<file path="src/sv/rilp_pkg.sv">
// Shared types, phase codes and character helpers for the radix integer literal parser.
// No dependencies; every other file in this folder imports this package.
package rilp_pkg;

    localparam logic [2:0] PH_IDLE   = 3'd0;
    localparam logic [2:0] PH_START  = 3'd1;
    localparam logic [2:0] PH_MINUS  = 3'd2;
    localparam logic [2:0] PH_ZERO   = 3'd3;
    localparam logic [2:0] PH_PREFIX = 3'd4;
    localparam logic [2:0] PH_DIGITS = 3'd5;

    localparam logic [1:0] MODE_OCT = 2'd0;
    localparam logic [1:0] MODE_DEC = 2'd1;
    localparam logic [1:0] MODE_HEX = 2'd2;
    localparam logic [1:0] MODE_BIN = 2'd3;
    localparam logic [1:0] MODE_RESET = MODE_DEC;

    localparam logic [7:0] CH_ZERO  = 8'h30;
    localparam logic [7:0] CH_NINE  = 8'h39;
    localparam logic [7:0] CH_SEVEN = 8'h37;
    localparam logic [7:0] CH_ONE   = 8'h31;
    localparam logic [7:0] CH_LO_A  = 8'h61;
    localparam logic [7:0] CH_LO_F  = 8'h66;
    localparam logic [7:0] CH_UP_A  = 8'h41;
    localparam logic [7:0] CH_UP_F  = 8'h46;
    localparam logic [7:0] CH_LO_X  = 8'h78;
    localparam logic [7:0] CH_UP_X  = 8'h58;
    localparam logic [7:0] CH_LO_B  = 8'h62;
    localparam logic [7:0] CH_UP_B  = 8'h42;
    localparam logic [7:0] CH_MINUS = 8'h2D;

    localparam logic [7:0] COUNT_MAX = 8'hFF;

    typedef struct packed {
        logic       begin_literal;
        logic [7:0] char_code;
    } item_t;

    typedef struct packed {
        logic [31:0] parsed_value;
        logic        parse_status;
        logic [7:0]  chars_consumed;
    } result_t;

    typedef struct packed {
        logic       ok;
        logic [3:0] val;
    } digit_t;

    // Digit value of a character, valid only when it lies below the radix of the mode.
    function automatic digit_t digit_of(logic [1:0] mode, logic [7:0] c);
        digit_t d;
        logic   in_radix;
        d.ok  = 1'b0;
        d.val = 4'd0;
        if (c >= CH_ZERO && c <= CH_NINE) begin
            d.ok  = 1'b1;
            d.val = 4'(c - CH_ZERO);
        end else if (c >= CH_LO_A && c <= CH_LO_F) begin
            d.ok  = 1'b1;
            d.val = 4'(c - CH_LO_A + 8'd10);
        end else if (c >= CH_UP_A && c <= CH_UP_F) begin
            d.ok  = 1'b1;
            d.val = 4'(c - CH_UP_A + 8'd10);
        end
        case (mode)
            MODE_OCT: in_radix = (d.val < 4'd8);
            MODE_DEC: in_radix = (d.val < 4'd10);
            MODE_HEX: in_radix = 1'b1;
            default:  in_radix = (d.val < 4'd2);
        endcase
        d.ok = d.ok && in_radix;
        return d;
    endfunction

    // Accumulator times the radix plus one digit, built from shifts and adds.
    function automatic logic [31:0] shift_add(logic [1:0] mode, logic [31:0] acc,
                                              logic [3:0] dig);
        logic [31:0] scaled;
        case (mode)
            MODE_OCT: scaled = {acc[28:0], 3'b000};
            MODE_DEC: scaled = {acc[28:0], 3'b000} + {acc[30:0], 1'b0};
            MODE_HEX: scaled = {acc[27:0], 4'b0000};
            default:  scaled = {acc[30:0], 1'b0};
        endcase
        return scaled + {28'd0, dig};
    endfunction

endpackage

</file>
<file path="src/sv/radix_integer_literal_parser_core.sv">
// Top level of the radix integer literal parser: input register, parse step, result register.
// Depends on rilp_pkg, rilp_in_stage, rilp_parse_fsm and rilp_out_stage.
// Throughput: one character per cycle unless stalled; the parse step is one shift-add.
// A terminating character is registered at the input, then its result in the result register.
// A terminating character stalls in the input register only while a prior result is not taken.
// Reset: radix mode returns to decimal, the parser to idle, both registers empty.
module radix_integer_literal_parser_core
    import rilp_pkg::*;
(
    input  logic               clk,
    input  logic               rst_n,
    input  logic               in_valid,
    output logic               in_ready,
    input  logic               begin_literal,
    input  logic [7:0]         char_code,
    output logic               out_valid,
    input  logic               out_ready,
    output logic signed [31:0] parsed_value,
    output logic               parse_status,
    output logic [7:0]         chars_consumed,
    input  logic               cfg_valid,
    output logic               cfg_ready,
    input  logic [1:0]         radix_mode
);

    item_t   in_item;
    item_t   item;
    logic    item_valid;
    logic    step_en;
    logic    emit;
    logic    out_free;
    result_t result;
    result_t held;

    assign in_item.begin_literal = begin_literal;
    assign in_item.char_code     = char_code;
    assign cfg_ready             = 1'b1;

    rilp_in_stage u_in_stage (
        .clk        (clk),
        .rst_n      (rst_n),
        .in_valid   (in_valid),
        .in_ready   (in_ready),
        .in_item    (in_item),
        .step_en    (step_en),
        .item_valid (item_valid),
        .item       (item)
    );

    rilp_parse_fsm u_parse_fsm (
        .clk        (clk),
        .rst_n      (rst_n),
        .cfg_we     (cfg_valid && cfg_ready),
        .cfg_mode   (radix_mode),
        .item_valid (item_valid),
        .item       (item),
        .out_free   (out_free),
        .step_en    (step_en),
        .emit       (emit),
        .result     (result)
    );

    rilp_out_stage u_out_stage (
        .clk       (clk),
        .rst_n     (rst_n),
        .load      (step_en && emit),
        .result    (result),
        .out_free  (out_free),
        .out_valid (out_valid),
        .out_ready (out_ready),
        .held      (held)
    );

    assign parsed_value   = signed'(held.parsed_value);
    assign parse_status   = held.parse_status;
    assign chars_consumed = held.chars_consumed;

    a_stall_only_on_full: assert property (@(posedge clk) disable iff (!rst_n)
        !in_ready |-> item_valid && emit && out_valid && !out_ready)
        else $error("input stalled without a pending result");

endmodule

</file>
<file path="src/sv/rilp_in_stage.sv">
// Input register of the literal parser: holds one accepted character until the parse step takes it.
// Depends on rilp_pkg for the item type.
module rilp_in_stage
    import rilp_pkg::*;
(
    input  logic  clk,
    input  logic  rst_n,
    input  logic  in_valid,
    output logic  in_ready,
    input  item_t in_item,
    input  logic  step_en,
    output logic  item_valid,
    output item_t item
);

    logic  valid_reg;
    logic  valid_next;
    item_t item_reg;

    // The register frees up in the same cycle the parse step consumes its character.
    assign in_ready   = !valid_reg || step_en;
    assign valid_next = (in_valid && in_ready) || (valid_reg && !step_en);

    always_ff @(posedge clk or negedge rst_n)
    begin
        if (!rst_n)
        begin
            valid_reg <= 1'b0;
        end
        else
        begin
            valid_reg <= valid_next;
        end
    end

    always_ff @(posedge clk)
    begin
        if (in_valid && in_ready)
        begin
            item_reg <= in_item;
        end
    end

    assign item_valid = valid_reg;
    assign item       = item_reg;

endmodule

</file>
<file path="src/sv/rilp_parse_fsm.sv">
// Parse state machine: phase, accumulator, sign and count registers plus the per-character step.
// Depends on rilp_pkg for phase codes, mode codes, digit decode and the shift-add helper.
module rilp_parse_fsm
    import rilp_pkg::*;
(
    input  logic       clk,
    input  logic       rst_n,
    input  logic       cfg_we,
    input  logic [1:0] cfg_mode,
    input  logic       item_valid,
    input  item_t      item,
    input  logic       out_free,
    output logic       step_en,
    output logic       emit,
    output result_t    result
);

    logic [1:0]  mode_reg;
    logic [2:0]  phase_reg;
    logic [2:0]  phase_next;
    logic [31:0] acc_reg;
    logic [31:0] acc_next;
    logic        neg_reg;
    logic        neg_next;
    logic [7:0]  count_reg;
    logic [7:0]  count_next;

    logic [2:0]  phase_eff;
    logic [31:0] acc_eff;
    logic        neg_eff;
    logic [7:0]  count_eff;
    logic [7:0]  count_inc;
    logic [31:0] acc_step;
    logic        ok;
    logic        is_prefix;
    digit_t      dig;
    logic [7:0]  c;

    assign c   = item.char_code;
    assign dig = digit_of(mode_reg, c);

    // A begin flag restarts the parse from a cleared state on this very character.
    assign phase_eff = item.begin_literal ? PH_START : phase_reg;
    assign acc_eff   = item.begin_literal ? 32'd0 : acc_reg;
    assign neg_eff   = item.begin_literal ? 1'b0 : neg_reg;
    assign count_eff = item.begin_literal ? 8'd0 : count_reg;

    assign count_inc = (count_eff == COUNT_MAX) ? count_eff : count_eff + 8'd1;
    assign acc_step  = shift_add(mode_reg, acc_eff, dig.val);
    assign is_prefix = (mode_reg == MODE_HEX && (c == CH_LO_X || c == CH_UP_X)) ||
                       (mode_reg == MODE_BIN && (c == CH_LO_B || c == CH_UP_B));

    always_comb
    begin
        phase_next = phase_eff;
        acc_next   = acc_eff;
        neg_next   = neg_eff;
        count_next = count_eff;
        emit       = 1'b0;
        ok         = 1'b0;
        case (phase_eff)
            PH_START:
            begin
                if (mode_reg == MODE_DEC && c == CH_MINUS)
                begin
                    neg_next   = 1'b1;
                    count_next = count_inc;
                    phase_next = PH_MINUS;
                end
                else if ((mode_reg == MODE_HEX || mode_reg == MODE_BIN) && c == CH_ZERO)
                begin
                    count_next = count_inc;
                    phase_next = PH_ZERO;
                end
                else if (dig.ok)
                begin
                    acc_next   = acc_step;
                    count_next = count_inc;
                    phase_next = PH_DIGITS;
                end
                else
                begin
                    emit = 1'b1;
                end
            end
            PH_MINUS, PH_PREFIX:
            begin
                if (dig.ok)
                begin
                    acc_next   = acc_step;
                    count_next = count_inc;
                    phase_next = PH_DIGITS;
                end
                else
                begin
                    emit = 1'b1;
                end
            end
            PH_ZERO:
            begin
                if (is_prefix)
                begin
                    count_next = count_inc;
                    phase_next = PH_PREFIX;
                end
                else if (dig.ok)
                begin
                    acc_next   = acc_step;
                    count_next = count_inc;
                    phase_next = PH_DIGITS;
                end
                else
                begin
                    emit = 1'b1;
                    ok   = 1'b1;
                end
            end
            PH_DIGITS:
            begin
                if (dig.ok)
                begin
                    acc_next   = acc_step;
                    count_next = count_inc;
                end
                else
                begin
                    emit = 1'b1;
                    ok   = 1'b1;
                end
            end
            default:
            begin
                phase_next = PH_IDLE;
            end
        endcase
        if (emit)
        begin
            phase_next = PH_IDLE;
        end
    end

    // A terminating character waits while the result register is still occupied.
    assign step_en = item_valid && (!emit || out_free);

    always_comb
    begin
        result.parse_status   = !ok;
        result.chars_consumed = count_eff;
        if (!ok)
        begin
            result.parsed_value = 32'd0;
        end
        else if (neg_eff)
        begin
            result.parsed_value = 32'd0 - acc_eff;
        end
        else
        begin
            result.parsed_value = acc_eff;
        end
    end

    always_ff @(posedge clk or negedge rst_n)
    begin
        if (!rst_n)
        begin
            mode_reg  <= MODE_RESET;
            phase_reg <= PH_IDLE;
            acc_reg   <= 32'd0;
            neg_reg   <= 1'b0;
            count_reg <= 8'd0;
        end
        else
        begin
            if (cfg_we)
            begin
                mode_reg <= cfg_mode;
            end
            if (step_en)
            begin
                phase_reg <= phase_next;
                acc_reg   <= acc_next;
                neg_reg   <= neg_next;
                count_reg <= count_next;
            end
        end
    end

    a_emit_goes_idle: assert property (@(posedge clk) disable iff (!rst_n)
        step_en && emit |=> phase_reg == PH_IDLE)
        else $error("parser did not return to idle after a result");

    a_digits_counted: assert property (@(posedge clk) disable iff (!rst_n)
        (phase_reg == PH_DIGITS || phase_reg == PH_MINUS || phase_reg == PH_ZERO ||
         phase_reg == PH_PREFIX) |-> count_reg != 8'd0)
        else $error("open literal with an empty character count");

endmodule

</file>
<file path="src/sv/rilp_out_stage.sv">
// Result register of the literal parser: holds one finished result until the consumer takes it.
// Depends on rilp_pkg for the result type.
module rilp_out_stage
    import rilp_pkg::*;
(
    input  logic    clk,
    input  logic    rst_n,
    input  logic    load,
    input  result_t result,
    output logic    out_free,
    output logic    out_valid,
    input  logic    out_ready,
    output result_t held
);

    logic    valid_reg;
    result_t result_reg;

    assign out_free = !valid_reg || out_ready;

    always_ff @(posedge clk or negedge rst_n)
    begin
        if (!rst_n)
        begin
            valid_reg <= 1'b0;
        end
        else if (load)
        begin
            valid_reg <= 1'b1;
        end
        else if (out_ready)
        begin
            valid_reg <= 1'b0;
        end
    end

    always_ff @(posedge clk)
    begin
        if (load)
        begin
            result_reg <= result;
        end
    end

    assign out_valid = valid_reg;
    assign held      = result_reg;

    a_fail_is_zero: assert property (@(posedge clk) disable iff (!rst_n)
        valid_reg && result_reg.parse_status |-> result_reg.parsed_value == 32'd0)
        else $error("failed parse carries a nonzero value");

    a_no_overwrite: assert property (@(posedge clk) disable iff (!rst_n)
        load |-> !valid_reg || out_ready)
        else $error("result register overwritten before its transfer");

endmodule

</file>
<file path="config.mk">
export PLATFORM = sky130hd
export DESIGN_NAME = radix_integer_literal_parser_core
export DESIGN_NICKNAME = d
export VERILOG_FILES = /design/src/sv/rilp_pkg.sv /design/src/sv/radix_integer_literal_parser_core.sv /design/src/sv/rilp_in_stage.sv /design/src/sv/rilp_parse_fsm.sv /design/src/sv/rilp_out_stage.sv
export SDC_FILE = /design/constraint.sdc
export NUM_CORES = 1
export LEC_CHECK = 0
export BUFFER_PORTS_ARGS = -buffer_cell sky130_fd_sc_hd__buf_4
export CORE_MARGIN = 5
export CORE_UTILIZATION = 57
export CTS_CLUSTER_DIAMETER = 80
export DETAILED_ROUTE_END_ITERATION = 7
export GPL_TIMING_DRIVEN = 0
export PLACE_DENSITY = 0.76
export SLEW_MARGIN = 10
export SYNTH_ARGS = -nofsm -noshare
export SYNTH_HDL_FRONTEND = slang
export SYNTH_SLANG_ARGS = --single-unit
</file>
<file path="constraint.sdc">
create_clock -name clk -period 5.1 [get_ports clk]
set_input_delay 0.51 -clock clk [delete_from_list [all_inputs] [get_ports clk]]
set_output_delay 0.51 -clock clk [all_outputs]
set_load 0.01 [all_outputs]
</file>
# Yosys cells after proc, flatten, opt, wreduce, memory -nomap -nowiden
# Cells that the tools add are included.
# word_totals
mem_bits_rw,0
rom_bits,0
register_bits,98
output_inout_bits,44
memories,0
in_bits,16
latchBits,0
# classes
n_shift,0
n_eq_ne,15
n_lt_le_gt_ge,9
n_mux,37
reduce_logical,29
div_mod_pow,0
addsub,9
n_bitwise,0
multipliers,0
# op_table
cell,count
32-bit 2-to-1 mux,6
32-bit one-hot mux with 3 select lines,2
8-bit 2-to-1 mux,6
32-bit adder,1
32-bit by 4-bit adder with 32-bit output,1
"8-bit by 7-bit equality test with 1-bit output, second input constant",4
"1-bit by 32-bit subtractor with 32-bit output, first input constant",1
8-bit one-hot mux with 3 select lines,1
3-bit 2-to-1 mux,6
"8-bit by 6-bit equality test with 1-bit output, second input constant",2
"8-bit by 7-bit >= comparator with 1-bit output, second input constant",2
"8-bit by 7-bit less-or-equal comparator with 1-bit output, second input constant",2
5-bit 2-to-1 mux,3
1-bit logical AND,12
3-bit one-hot mux with 4 select lines,1
"4-bit by 1-bit subtractor with 4-bit output, second input constant",3
1-bit 2-to-1 mux,9
"4-bit adder, second input constant",2
"8-bit by 1-bit adder with 8-bit output, second input constant",1
"8-bit equality test, second input constant",1
"8-bit by 6-bit >= comparator with 1-bit output, second input constant",1
"8-bit by 6-bit less-or-equal comparator with 1-bit output, second input constant",1
1-bit logical OR,8
"4-bit < comparator, second input constant",2
other kinds (13),21

# Longest topological paths before layout
# depth
depth_word,18
ltp_mapped,24
ltp_nobuf,18

# Cells and area by module
# From an unflattened synthesis, not the netlist that was laid out.
# unflattened
hier_cells,1155
hier_area_um2,9216.3
# modules_own_cells
mod,cells_per_inst,n_inst,seq_area_each_um2,area_per_inst_um2
rilp_parse_fsm,1095,1,1152.4,7596.0
rilp_out_stage,44,1,1256.2,1278.7
rilp_in_stage,13,1,295.3,324.1
radix_integer_literal_parser_core,3,1,0.0,17.5

# Least setup slack after synthesis
# OpenSTA, ideal clock, no wires.
# synth_timing
kind,register to register
from,reg u_in_stage.item_reg (netlist bit u_in_stage.item[8])
to,reg u_parse_fsm.acc_reg[29]
stages_incl_launch_ff,24
period_less_slack_ps,4878
arrival_ps,4757
setup_slack_ps,222
t_required_ps,4979
path_cell_list,edfxtp_1 buf_8 buf_12 buf_6 buf_2 buf_2 buf_2 buf_1 buf_1 clkbuf_1 nor2_1 ha_1 a21oi_4 a221oi_4 or3_1 a31oi_1 nand4b_1 a2111o_1 nor4_2 and2_1 buf_4 nand4_1 xnor2_1 a22o_1
# synth_between
elab_chain_len,8
# synth_lines
item,line_no,rtl
"start, declared",rilp_in_stage.sv:18,item_t item_reg;
"start signal, assigned",rilp_in_stage.sv:40,item_reg <= in_item;
32-bit 2-to-1 mux,rilp_parse_fsm.sv:44,assign acc_eff = item.begin_literal ? 32'd0 : acc_reg;
32-bit adder,rilp_pkg.sv:82,"MODE_DEC: scaled = {acc[28:0], 3'b000} + {acc[30:0], 1'b0};"
32-bit one-hot mux with 3 select lines,rilp_pkg.sv:80,case (mode)
32-bit by 4-bit adder with 32-bit output,rilp_pkg.sv:86,"return scaled + {28'd0, dig};"
32-bit 2-to-1 mux,n/a,
32-bit 2-to-1 mux,rilp_parse_fsm.sv:70,else if ((mode_reg == MODE_HEX || mode_reg == MODE_BIN) && c == CH_ZERO)
32-bit 2-to-1 mux,rilp_parse_fsm.sv:64,if (mode_reg == MODE_DEC && c == CH_MINUS)
32-bit one-hot mux with 3 select lines,rilp_parse_fsm.sv:61,case (phase_eff)
"end signal, assigned",rilp_parse_fsm.sv:182,acc_reg <= acc_next;
"end, declared",rilp_parse_fsm.sv:21,logic [31:0] acc_reg;
# Parallel ways exist; a longest one is shown, timed or not.
# A chain may end at the register's enable or synchronous reset.

# Worst setup path in the final report
# Same ends and word-level chain as after synthesis.

==> metrics.md <==
| Metric | Value |
|---|---|
| Status | complete, no violations |
| Achievable frequency | 202 MHz |
| Routed WL | 29100 um |
| Post-synth net total | 1147 |
| Initial core utilization | 58.1% |
| Largest net degree at the start of global routing | 49 |
| First-pass GRT wire length | 45000 um |
| Die width | 137 um |
| Vias per cell | 6.52 |
| Final hold slack | 0.190 ns |
| CTS H-tree lvls | 3 |
| 1st-iter DRT viols | 1160 |
| Share of the synthesized area in the top cell type | 16.3% |
| Flop pwr share | 43.8% |
| ANT cells | 0 |
| CTS tree | done |
| Final #Nets | 1219 |
| DRC | 0 |
| GR Util All Layers | 30.8% |
| Pwr Density | 198 nW/um^2 |
| DR vias | 9172 |
| Final setup violation count | 0 |
| Total Power | 2.05 mW |
| Post-Syn Area per Cell | 8.25 sq um |
| Int Power | 1.39 mW |
| Seq/Total Area, Yosys | 29.4% |
| Vias in the first global route | 8254 |
| Max_cap viols | 0 |
| Routed Antenna Nets | 0 |
| Share of flip-flops with an asynchronous set or reset | 49.0% |
| Min-Delay Path Class | primary input to async pin |
| I/O pins | 60 |
| Cells after synthesis | 1114 |
| Port buffer count | 58 |
| Hpwl dp | 21500 um |
| Worst setup SP type | register |
| Most frequent cells in the layout | 118 x nor2_1, 107 x nand2_1, 80 x o21ai_0, 79 x a21oi_1, 71 x buf_4 |
| Max-slew violations | 0 |
| Total die area | 18800 sq um |
| Max reg flops | 41 |
| Core box area | 15800 sq um |
| YS warnings | 0 |
| Max_slew headroom | 28.6% |
| Area delta synth->final | 12.6% |
| Grt ovf | 0 |
| Yosys top cell by area | edfxtp_1 |
| Top cells by area, synth | edfxtp_1 16%, dfrtp_1 13%, nor2_1 4.9%, xnor2_1 4.6%, o21ai_0 4.5% |
| Later-pin clock latency in the skew report | 0.37 ns |
| Most common cell after layout, fill and taps aside | nor2_1 |
| Row cnt | 46 |
| Tcrit/Tclk final | 96.9% |
| Share of cells above drive strength 1 | 17.8% |
| Arr. time, crit path | 5.19 ns |
| Clock transition at path regs | 0.08 ns |
| CTS Sinks | 98 |
| DRT Pass-1 Iters | 6 |
| Synth Register Bits | 98 |
| EDFF count, synth | 50 |
| Top FF cell, synth | edfxtp_1 |
| Initial antenna violation count | 0 |
| Critical path type | register to register |
| Fin crit period | 4.94 ns |
| Worst-path fanout max | 10 |
| Clock root buffer | clkbuf_16 |
| Post-Syn Area | 9190 sq um |
| WP data required | 5.35 ns |
| Peak supply drop | 0.000168 V |
| Worst Setup End Kind | register |
| Drt wl/cell | 20.7 um |
| Leakage | 3.89 nW |
| Total CTS buffers | 9 |
| Fin util | 65.4% |
| Worst-case clock buffer depth | 2 |
| Switching power | 661 uW |
| Number of distinct library cells after synthesis | 113 |
| Clock share of power | 34.2% |
| Clock Skew | 0.00885 ns |
| Sw frac | 32.2% |
| Die Y | 137 um |
| Final hold viol count | 0 |
| GPL Wtd Cong | 1.00 |
| Combinational share of power | 21.9% |
| Worst slew pin tran | 1.06 ns |
[cell families after synthesis]
group / count (synthesis) / share of synthesized area, %
DFF: 98 / 29.4
adders and majority gates: 21 / 2.87
AOI/OAI and AO/OA: 342 / 25.2
muxes: 19 / 2.55
other: 1 / 0.0408
and+or+nand+nor: 435 / 24.7
buffers and inverters: 115 / 7.37
xor gates and xnor gates: 83 / 7.91
[Yosys cell counts (11+ instances only)]
cell type	n
a21oi_1	79
a22oi_1	12
a31oi_1	21
and2_1	13
and3_1	11
buf_2	29
clkbuf_1	26
dfrtp_1	47
edfxtp_1	50
ha_1	16
inv_1	24
mux2i_1	13
nand2_1	107
nand3_1	30
nor2_1	119
nor2b_1	36
nor3_1	36
o21ai_0	82
o21ai_1	13
xnor2_1	48
xor2_1	35
[cell type report]
cell class              instances  area [sq um]
multi-input cells             901          5880
well taps                     216           270
plain buffers                  89           613
fillers                      1369          5480
flip-flops and latches         98          2700
clock inverters                 6          57.6
inverters                      24          93.8
clock buffers                  10           239
repair buffers                 63           485
[layer usage]
| layer | vias up | routed length, um | GRT usage [%] |
|---|---|---|---|
| met1 | 4345 | 12100 | 42.7 |
| met5 | - | 0 | 0 |
| met3 | 83 | 2760 | 5.77 |
| li1 | 4221 | - | - |
| met2 | 523 | 13100 | 47.2 |
| met4 | 0 | 1060 | 12.7 |
[worst max-delay path, stage by stage, from the launching register on]
cell and delay (ns):
edfxtp_1 0.40, buf_8 0.17, clkinvlp_4 0.17, clkbuf_8 0.22, clkbuf_4 0.27, clkbuf_4 0.28
clkbuf_4 0.27, and3_2 0.20, ha_1 0.24, a21oi_4 0.05, a221oi_4 0.36, nand3_1 0.17
a31oi_4 0.26, nand4b_1 0.21, a2111o_1 0.53, nor4_4 0.21, and2_1 0.16, buf_4 0.16
nand4_1 0.10, xnor2_1 0.16, a22o_1 0.20
[worst paths after layout]
path	from	depth (start not counted)	slack (ns)	end
min in group clk	cfg_valid	2	0.31	u_parse_fsm.mode_reg[0]$_DFFE_PN1P_
hold reg to reg	u_parse_fsm.count_reg[5]$_DFFE_PN0P_	1	0.51	u_parse_fsm.count_reg[5]$_DFFE_PN0P_
setup reg to reg	u_in_stage.item[8]$_DFFE_PP_	20	0.16	u_parse_fsm.acc_reg[29]$_DFFE_PN0P_
setup / recovery	u_in_stage.item[8]$_DFFE_PP_	20	0.16	u_parse_fsm.acc_reg[29]$_DFFE_PN0P_
max in group asynchronous	rst_n	1	4.42	u_parse_fsm.acc_reg[27]$_DFFE_PN0P_
hold / removal	rst_n	1	0.19	u_parse_fsm.acc_reg[8]$_DFFE_PN0P_
[timing repair]
action | 4_1_cts | 5_1_grt
endpoints found under the setup margin | 27 | 14
hold buffers | 0 | 0
gates resized for setup | 13 | 14
setup buffers | 0 | 4
pin swaps | 0 | 4
[power by group through the flow]
| stage | Clock [mW] | Combinational, mW | Sequential (mW) |
|---|---|---|---|
| 4_1_cts | 0.711 | 0.436 | 0.899 |
| 5_1_grt | 0.747 | 0.480 | 0.903 |
| 3_3_place_gp | 0 | 0.423 | 0.916 |
| 2_1_floorplan | 0 | 0.267 | 0.923 |
| 3_5_place_dp | 0 | 0.432 | 0.915 |
| 6_report | 0.702 | 0.450 | 0.899 |
[metrics by stage]
step / cell area, sq um / TNS [ns] / std cells / setup slack (ns)
floorplan: 9190 / 0 / 1114 / 0.222
global placement: 9900 / -68.47 / 1388 / -1.53
detailed placement: 9930 / -27.03 / 1389 / -1.54
CTS: 10200 / 0 / 1403 / 0.00840
global route: 10300 / -0.0259 / 1407 / -0.0133
finish: 10300 / 0 / 1407 / 0.159
Note: power is estimated with default switching activity, not from simulation.
